### config.mk
export PLATFORM = sky130hd
export DESIGN_NAME = context_id_bitmap_allocator
export DESIGN_NICKNAME = d
export VERILOG_FILES = /design/src/hw/rtl/cidba_pkg.sv /design/src/hw/rtl/cidba_dp.sv /design/src/hw/rtl/cidba_ctrl.sv /design/src/hw/rtl/context_id_bitmap_allocator.sv
export SDC_FILE = /design/constraint.sdc
export NUM_CORES = 2
export LEC_CHECK = 0
export ABC_CLOCK_PERIOD_IN_PS = 4760
export BUFFER_PORTS_ARGS = -buffer_cell sky130_fd_sc_hd__buf_4
export CORE_MARGIN = 2
export CORE_UTILIZATION = 35
export CTS_BUF_LIST = sky130_fd_sc_hd__clkbuf_16
export CTS_CLUSTER_SIZE = 30
export DETAILED_ROUTE_END_ITERATION = 12
export GPL_TIMING_DRIVEN = 0
export PLACE_DENSITY = 0.47
export SLEW_MARGIN = 20
export SYNTH_ARGS = -nofsm -noshare
export SYNTH_HDL_FRONTEND = slang
export SYNTH_HIERARCHICAL = 1
export SYNTH_SLANG_ARGS = --single-unit
### constraint.sdc
create_clock -name i_clk -period 4.76 [get_ports i_clk]
set_input_delay 0.238 -clock i_clk [delete_from_list [all_inputs] [get_ports i_clk]]
set_output_delay 0.238 -clock i_clk [all_outputs]
set_load 0.02 [all_outputs]
### src/hw/rtl/cidba_pkg.sv
// Shared types and constants of the context id bitmap allocator.
package cidba_pkg;

    localparam logic CMD_ALLOC = 1'b0;
    localparam logic CMD_FREE  = 1'b1;

    localparam logic [1:0] ST_OK    = 2'd0;
    localparam logic [1:0] ST_EMPTY = 2'd1;
    localparam logic [1:0] ST_RANGE = 2'd2;

    localparam logic [31:0] WORD0_RESET = 32'hFFFF_FFF8;
    localparam logic [31:0] WORD_RESET  = 32'hFFFF_FFFF;

    typedef struct packed {
        logic        cmd;
        logic [15:0] freed_id;
    } t_in_item;

    typedef struct packed {
        logic [12:0] allocated_id;
        logic [1:0]  status;
    } t_out_item;

    // Controller to datapath
    typedef struct packed {
        logic clr_wr;
        logic scan_start;
        logic scan_next;
        logic scan_hit;
        logic alloc_wr;
        logic free_start;
        logic free_wr;
        logic rep_range;
        logic rep_empty;
    } t_dp_cmd;

    // Datapath to controller
    typedef struct packed {
        logic last;
        logic hit;
        logic in_free;
        logic in_bad;
    } t_dp_sts;

endpackage

### src/hw/rtl/cidba_dp.sv
// Datapath: free bitmap memory, word address counter, bit select and result register.
module cidba_dp #(
    parameter int MASK_WORDS = 64
) (
    input  logic                 i_clk,
    input  logic                 i_rst_n,
    input  cidba_pkg::t_in_item  i_item,
    input  cidba_pkg::t_dp_cmd   i_cmd,
    output cidba_pkg::t_dp_sts   o_sts,
    output logic                 o_done,
    output cidba_pkg::t_out_item o_result
);

    localparam int AW = (MASK_WORDS > 1) ? $clog2(MASK_WORDS) : 1;

    logic [31:0]          mem [MASK_WORDS];
    logic [31:0]          r_rd_data;
    logic [31:0]          r_wdata;
    logic [AW-1:0]        r_addr;
    logic [AW-1:0]        n_addr;
    logic [4:0]           r_bit;
    logic                 r_done;
    cidba_pkg::t_out_item r_result;

    logic [AW+8:0]        in_word;
    logic [AW-1:0]        rd_addr;
    logic                 rd_en;
    logic [4:0]           top;
    logic [AW+19:0]       id_full;

    // Position of the highest set bit of a nonzero word
    function automatic logic [4:0] top_bit(input logic [31:0] v);
        logic [31:0] w;
        logic [31:0] t;
        logic [4:0]  pos;
        w   = v;
        pos = 5'd0;
        t = w & 32'hFFFF_0000;
        if (t != 32'd0) begin
            pos = pos + 5'd16;
            w   = t;
        end
        t = w & 32'hFF00_FF00;
        if (t != 32'd0) begin
            pos = pos + 5'd8;
            w   = t;
        end
        t = w & 32'hF0F0_F0F0;
        if (t != 32'd0) begin
            pos = pos + 5'd4;
            w   = t;
        end
        t = w & 32'hCCCC_CCCC;
        if (t != 32'd0) begin
            pos = pos + 5'd2;
            w   = t;
        end
        if ((w & 32'hAAAA_AAAA) != 32'd0) begin
            pos = pos + 5'd1;
        end
        return pos;
    endfunction

    assign in_word = {{AW{1'b0}}, i_item.freed_id[15:7]};
    assign top     = top_bit(r_rd_data);
    assign id_full = {13'd0, r_addr, r_bit, 2'b00};

    assign o_sts.last    = (r_addr == AW'(MASK_WORDS - 1));
    assign o_sts.hit     = (r_rd_data != 32'd0);
    assign o_sts.in_free = (i_item.cmd == cidba_pkg::CMD_FREE);
    assign o_sts.in_bad  = (in_word >= (AW+9)'(MASK_WORDS));

    always_comb begin
        n_addr  = r_addr;
        rd_en   = 1'b0;
        rd_addr = r_addr;
        priority if (i_cmd.scan_start) begin
            n_addr  = '0;
            rd_en   = 1'b1;
            rd_addr = '0;
        end else if (i_cmd.scan_next || i_cmd.clr_wr) begin
            n_addr  = r_addr + AW'(1);
            rd_en   = i_cmd.scan_next;
            rd_addr = n_addr;
        end else if (i_cmd.free_start) begin
            n_addr  = in_word[AW-1:0];
            rd_en   = 1'b1;
            rd_addr = in_word[AW-1:0];
        end else begin
            n_addr = r_addr;
        end
    end

    always_ff @(posedge i_clk) begin
        if (rd_en) begin
            r_rd_data <= mem[rd_addr];
        end
        if (i_cmd.clr_wr) begin
            mem[r_addr] <= (r_addr == '0) ? cidba_pkg::WORD0_RESET : cidba_pkg::WORD_RESET;
        end else if (i_cmd.alloc_wr) begin
            mem[r_addr] <= r_wdata;
        end else if (i_cmd.free_wr) begin
            mem[r_addr] <= r_rd_data | (32'd1 << r_bit);
        end
    end

    always_ff @(posedge i_clk) begin
        if (!i_rst_n) begin
            r_addr <= '0;
        end else begin
            r_addr <= n_addr;
        end
    end

    always_ff @(posedge i_clk) begin
        if (i_cmd.free_start) begin
            r_bit <= i_item.freed_id[6:2];
        end else if (i_cmd.scan_hit) begin
            r_bit   <= top;
            r_wdata <= r_rd_data & ~(32'd1 << top);
        end
    end

    // Result beat register
    always_ff @(posedge i_clk) begin
        if (!i_rst_n) begin
            r_done <= 1'b0;
        end else begin
            r_done <= i_cmd.alloc_wr | i_cmd.free_wr | i_cmd.rep_range | i_cmd.rep_empty;
        end
    end

    always_ff @(posedge i_clk) begin
        priority if (i_cmd.alloc_wr) begin
            r_result.allocated_id <= id_full[12:0];
            r_result.status       <= cidba_pkg::ST_OK;
        end else if (i_cmd.free_wr) begin
            r_result.allocated_id <= 13'd0;
            r_result.status       <= cidba_pkg::ST_OK;
        end else if (i_cmd.rep_range) begin
            r_result.allocated_id <= 13'd0;
            r_result.status       <= cidba_pkg::ST_RANGE;
        end else if (i_cmd.rep_empty) begin
            r_result.allocated_id <= 13'd0;
            r_result.status       <= cidba_pkg::ST_EMPTY;
        end else begin
            r_result <= r_result;
        end
    end

    assign o_done   = r_done;
    assign o_result = r_result;

endmodule

### src/hw/rtl/cidba_ctrl.sv
// Controller state machine: clearing pass, word scan and read-modify-write sequencing.
module cidba_ctrl (
    input  logic               i_clk,
    input  logic               i_rst_n,
    input  logic               i_start,
    input  cidba_pkg::t_dp_sts i_sts,
    output cidba_pkg::t_dp_cmd o_cmd,
    output logic               o_busy
);

    typedef enum logic [4:0] {
        S_CLEAR    = 5'b00001,
        S_IDLE     = 5'b00010,
        S_SCAN     = 5'b00100,
        S_ALLOC_WR = 5'b01000,
        S_FREE_WR  = 5'b10000
    } t_state;

    t_state r_state;
    t_state n_state;

    always_comb begin
        n_state = r_state;
        o_cmd   = '0;
        unique case (r_state)
            S_CLEAR: begin
                o_cmd.clr_wr = 1'b1;
                if (i_sts.last) begin
                    n_state = S_IDLE;
                end
            end
            S_IDLE: begin
                if (i_start) begin
                    if (!i_sts.in_free) begin
                        o_cmd.scan_start = 1'b1;
                        n_state          = S_SCAN;
                    end else if (i_sts.in_bad) begin
                        o_cmd.rep_range = 1'b1;
                    end else begin
                        o_cmd.free_start = 1'b1;
                        n_state          = S_FREE_WR;
                    end
                end
            end
            S_SCAN: begin
                if (i_sts.hit) begin
                    o_cmd.scan_hit = 1'b1;
                    n_state        = S_ALLOC_WR;
                end else if (i_sts.last) begin
                    o_cmd.rep_empty = 1'b1;
                    n_state         = S_IDLE;
                end else begin
                    o_cmd.scan_next = 1'b1;
                end
            end
            S_ALLOC_WR: begin
                o_cmd.alloc_wr = 1'b1;
                n_state        = S_IDLE;
            end
            S_FREE_WR: begin
                o_cmd.free_wr = 1'b1;
                n_state       = S_IDLE;
            end
            default: begin
                n_state = S_IDLE;
            end
        endcase
    end

    always_ff @(posedge i_clk) begin
        if (!i_rst_n) begin
            r_state <= S_CLEAR;
        end else begin
            r_state <= n_state;
        end
    end

    assign o_busy = (r_state != S_IDLE);

endmodule

### src/hw/rtl/context_id_bitmap_allocator.sv
// Top level of the context id bitmap allocator.
//
//  channel  | handshake        | payload
//  ---------+------------------+----------------------------------
//  command  | start / busy     | i_item   (cmd, freed_id)
//  result   | o_done (strobe)  | o_result (allocated_id, status)
//
// Allocate: word 0 is read, words are examined in order (up to MASK_WORDS),
// and the first word with a free bit is written back. Free: the addressed
// word is read, then written back; an out of range free needs no memory
// access. The result beat follows in the cycle after the last step. After
// reset a clearing pass writes MASK_WORDS words, one per cycle, with busy
// high. The receiver cannot stall; each result is shown for one cycle.
module context_id_bitmap_allocator #(
    parameter int MASK_WORDS = 64
) (
    input  logic                 i_clk,
    input  logic                 i_rst_n,
    input  logic                 start,
    output logic                 busy,
    input  cidba_pkg::t_in_item  i_item,
    output logic                 o_done,
    output cidba_pkg::t_out_item o_result
);

    cidba_pkg::t_dp_cmd dp_cmd;
    cidba_pkg::t_dp_sts dp_sts;

    cidba_ctrl u_ctrl (
        .i_clk   (i_clk),
        .i_rst_n (i_rst_n),
        .i_start (start),
        .i_sts   (dp_sts),
        .o_cmd   (dp_cmd),
        .o_busy  (busy)
    );

    cidba_dp #(
        .MASK_WORDS (MASK_WORDS)
    ) u_dp (
        .i_clk    (i_clk),
        .i_rst_n  (i_rst_n),
        .i_item   (i_item),
        .i_cmd    (dp_cmd),
        .o_sts    (dp_sts),
        .o_done   (o_done),
        .o_result (o_result)
    );

endmodule

==> metrics <==
Port-buffer cells 31; Cell Area, Synth 84,400 sq um; initial antenna violation count 16; worst endpoint data arrival time 5610 ps; Mean Syn Cell Area 14.7 sq um; fmax 192 MHz; Crit Path Max Fanout 10; setup violators final 32; cell repeated most along the worst path buf_12; DP Worst Slack -3890 ps; r2r startpoint u_dp/r_rd_data[25]$_DFFE_PP_; area grow syn2layout 22.8%; Post-synth EDFFs 2,128; drt wl/cell 31.4 um; Cell Count, Final, Fillers Out 9,623; Top Ports 37; Primary FF master, synth edfxtp_1; crit path kind reg -> reg; CP cell instances nor4_4 > nand4_4 > nor2_4 > nand3b_1 > nor3b_2 > buf_4 > o21ai_4 > and3_4 > buf_12 > buf_16 > clkbuf_16 > buf_12 > buf_12 > nand2_1 > nand3_2 > a21oi_2 > a31oi_4 > a211oi_4 > nand4_1; area occupied by multi-input gates 21,600 sq um; Max clock buf depth 3; Worst Hold Launch i_item[11]; nets 6,269; period utilisation layout 110%; worst setup margin -452 ps; FP Rows 180; FFs w/ async S/R, synth 0%; status finished, violations left; Die Ht 495 um; H-tree Lvls 4; global-route wire length before repair 414,000 um; Worst path max stage delay 580 ps; remaining antenna violation count 0; failing checks setup timing; Final min period 5210 ps; Worst Skew 34.2 ps; Cell Pwr Density 479 nW/um^2; Starting Density 35.1%; worst vdd ir 0.000291 V; clock tree sinks 2,142; total wire length 302,000 um; FILL cells 21,600; R2R Setup Slk -450 ps; sequential area share after synthesis 76.1%; Worst setup SP type register; layout cells sized above 1 22.1%; YS warnings 6; Synth cell types 78; cts bufs inserted 218; die width 495 um; Hold Crit Class in -> reg; pin count of the biggest net entering global routing 42; Seq cells post-synth 2,142; core area 240,000 sq um; Mapped Cells 5,751; Via Count 53,100; CTS tree built; P_leak 37.2 nW; Final Hold Vio Count 0; Sequential Area 64,200 sq um; Die ar. 245,000 sq um; clock root cell clkbuf_16; 1st-iter DRT viols 6,163; hold depth 6; relative slew slack 27.8%; first-pass detailed-route iteration total 5; Inst Count DP 9,121; reg2reg end u_dp/r_rd_data[24]$_DFFE_PP_; max_cap viols 0; Max Slew Vio Count 0; drt drc 0; Worst Hold Endpoint u_dp/r_addr[4]$_SDFF_PN0_; remaining global-route overflow 0; vias in the first global route 51,100; R2R depth 19; Critical Path RT 5160 ps; Worst Setup End Kind register; RD Place Congestion 0.927; vias per std cell 5.52; clk slew on worst S/H paths 60 ps; Final HPWL DP 214,000 um; Skew-Pair Late Insertion Delay 860 ps; RSZ-0062 raised after global routing true; actual slew at the worst max-slew pin 1080 ps; Crit-path slowest cell nand4_1; aggregate global-route resource usage 24.3%
worst max-delay path: cells and delay by family (launching register included):
kind / cells / cell delay [ps]
compound gates: 4 / 850
buf+inv: 6 / 1070
flops: 1 / 510
simple gates: 9 / 2230
where the power goes:
| part | total [W] | switching, W | internal, W |
|---|---|---|---|
| Combinational | 0.0123 | 0.00890 | 0.00345 |
| Sequential | 0.0210 | 0.0000533 | 0.0209 |
| Clock | 0.0163 | 0.00727 | 0.00907 |
worst max path at each step:
stage                                    from                      endpoint  slack (ps)  depth (start not counted)
5_1_grt          u_dp/r_rd_data[25]$_DFFE_PP_  u_dp/r_rd_data[22]$_DFFE_PP_        -440                         18
6_report         u_dp/r_rd_data[25]$_DFFE_PP_  u_dp/r_rd_data[24]$_DFFE_PP_        -450                         19
2_1_floorplan  u_ctrl/r_state[4]$_SDFFE_PN0P_   u_dp/r_rd_data[0]$_DFFE_PP_         600                          6
4_1_cts          u_dp/r_rd_data[30]$_DFFE_PP_  u_dp/r_rd_data[22]$_DFFE_PP_        -410                         18
3_3_place_gp     u_dp/r_rd_data[28]$_DFFE_PP_  u_dp/r_rd_data[10]$_DFFE_PP_       -4720                         15
3_5_place_dp     u_dp/r_rd_data[17]$_DFFE_PP_  u_dp/r_rd_data[21]$_DFFE_PP_       -3890                         17
metal layers:
layer / vias up / global-route usage [%] / routed length, um
li1: 22700 / - / -
met1: 27800 / 31.9 / 122000
met2: 2098 / 39.7 / 144000
met3: 454 / 4.22 / 20300
met4: 2 / 10.7 / 15900
met5: - / 0 / 13
cells in the mapped netlist, drive strengths merged, types with 31 or more instances:
| cell type | instances | area, sq um |
|---|---|---|
| a21oi | 100 | 504 |
| a31oi | 96 | 601 |
| nand2 | 1430 | 5370 |
| inv | 45 | 169 |
| o22ai | 31 | 194 |
| edfxtp | 2128 | 63900 |
| buf | 160 | 763 |
| clkbuf | 173 | 649 |
| a211oi | 36 | 270 |
| nand3 | 755 | 3780 |
| mux4 | 166 | 3740 |
| nor2 | 135 | 507 |
| nor2b | 67 | 419 |
| and3 | 99 | 619 |
| nand4 | 48 | 307 |
state kept, by name, indices dropped and copies added (netlist names):
| register | cells |
|---|---|
| u_dp/mem | 2048 |
| u_dp/r_bit | 5 |
| u_dp/o_result | 13 |
| u_ctrl/r_state | 5 |
| u_dp/r_wdata | 32 |
| u_dp/o_done | 1 |
| u_dp/r_rd_data | 32 |
| u_dp/r_addr | 6 |
metrics by stage:
step	TNS, ps	cell area, sq um	utilization, %	hold slack, ps	total power [W]
floorplan	0	84400	-	314	0.0258
global placement	-4420570	88600	36.9	495	0.0312
detailed placement	-100240	92400	38.5	500	0.0317
CTS	-8560	103000	42.7	110	0.0494
global route	-8800	104000	43.2	170	0.0510
finish	-7710	104000	43.2	198	0.0497
repair_timing:
item	4_1_cts	5_1_grt
gates cloned	3	3
gates resized for setup	661	265
endpoints found under the hold margin	19	0
hold buffers	13	0
setup endpoints to repair	35	32
pin swaps	82	72
setup buffers	58	19
final cells by class:
class	instances	share of cell area [%]
Sequential cell	2142	61.9
Multi-Input combinational cell	3233	20.9
Clock buffer	223	5.39
Timing Repair Buffer	279	4.17
Tap cell	3185	3.85
Buffer	328	2.54
Clock inverter	179	1.08
Inverter	45	0.163
Antenna cell	9	0.0217
cell usage in the layout (no fill, tap or decap), types with 66 or more instances in the layout:
cell,synthesis,routed
buf_4,10,155
inv_1,45,97
nor2_4,0,69
nand3_1,755,682
nand2_1,1430,1429
a21oi_1,99,66
clkbuf_16,0,231
buf_12,0,121
mux4_2,166,166
edfxtp_1,2128,2128
cells by family after synthesis:
family / after synthesis / share of synthesized area, %
simple gates: 2632 / 14.0
flops: 2142 / 76.1
compound gates: 420 / 3.49
buf+inv: 378 / 1.87
mux: 176 / 4.56
fa+ha+maj: 2 / 0.0297
other cells: 1 / 0.00444
Note: power is estimated with default switching activity, not from simulation.
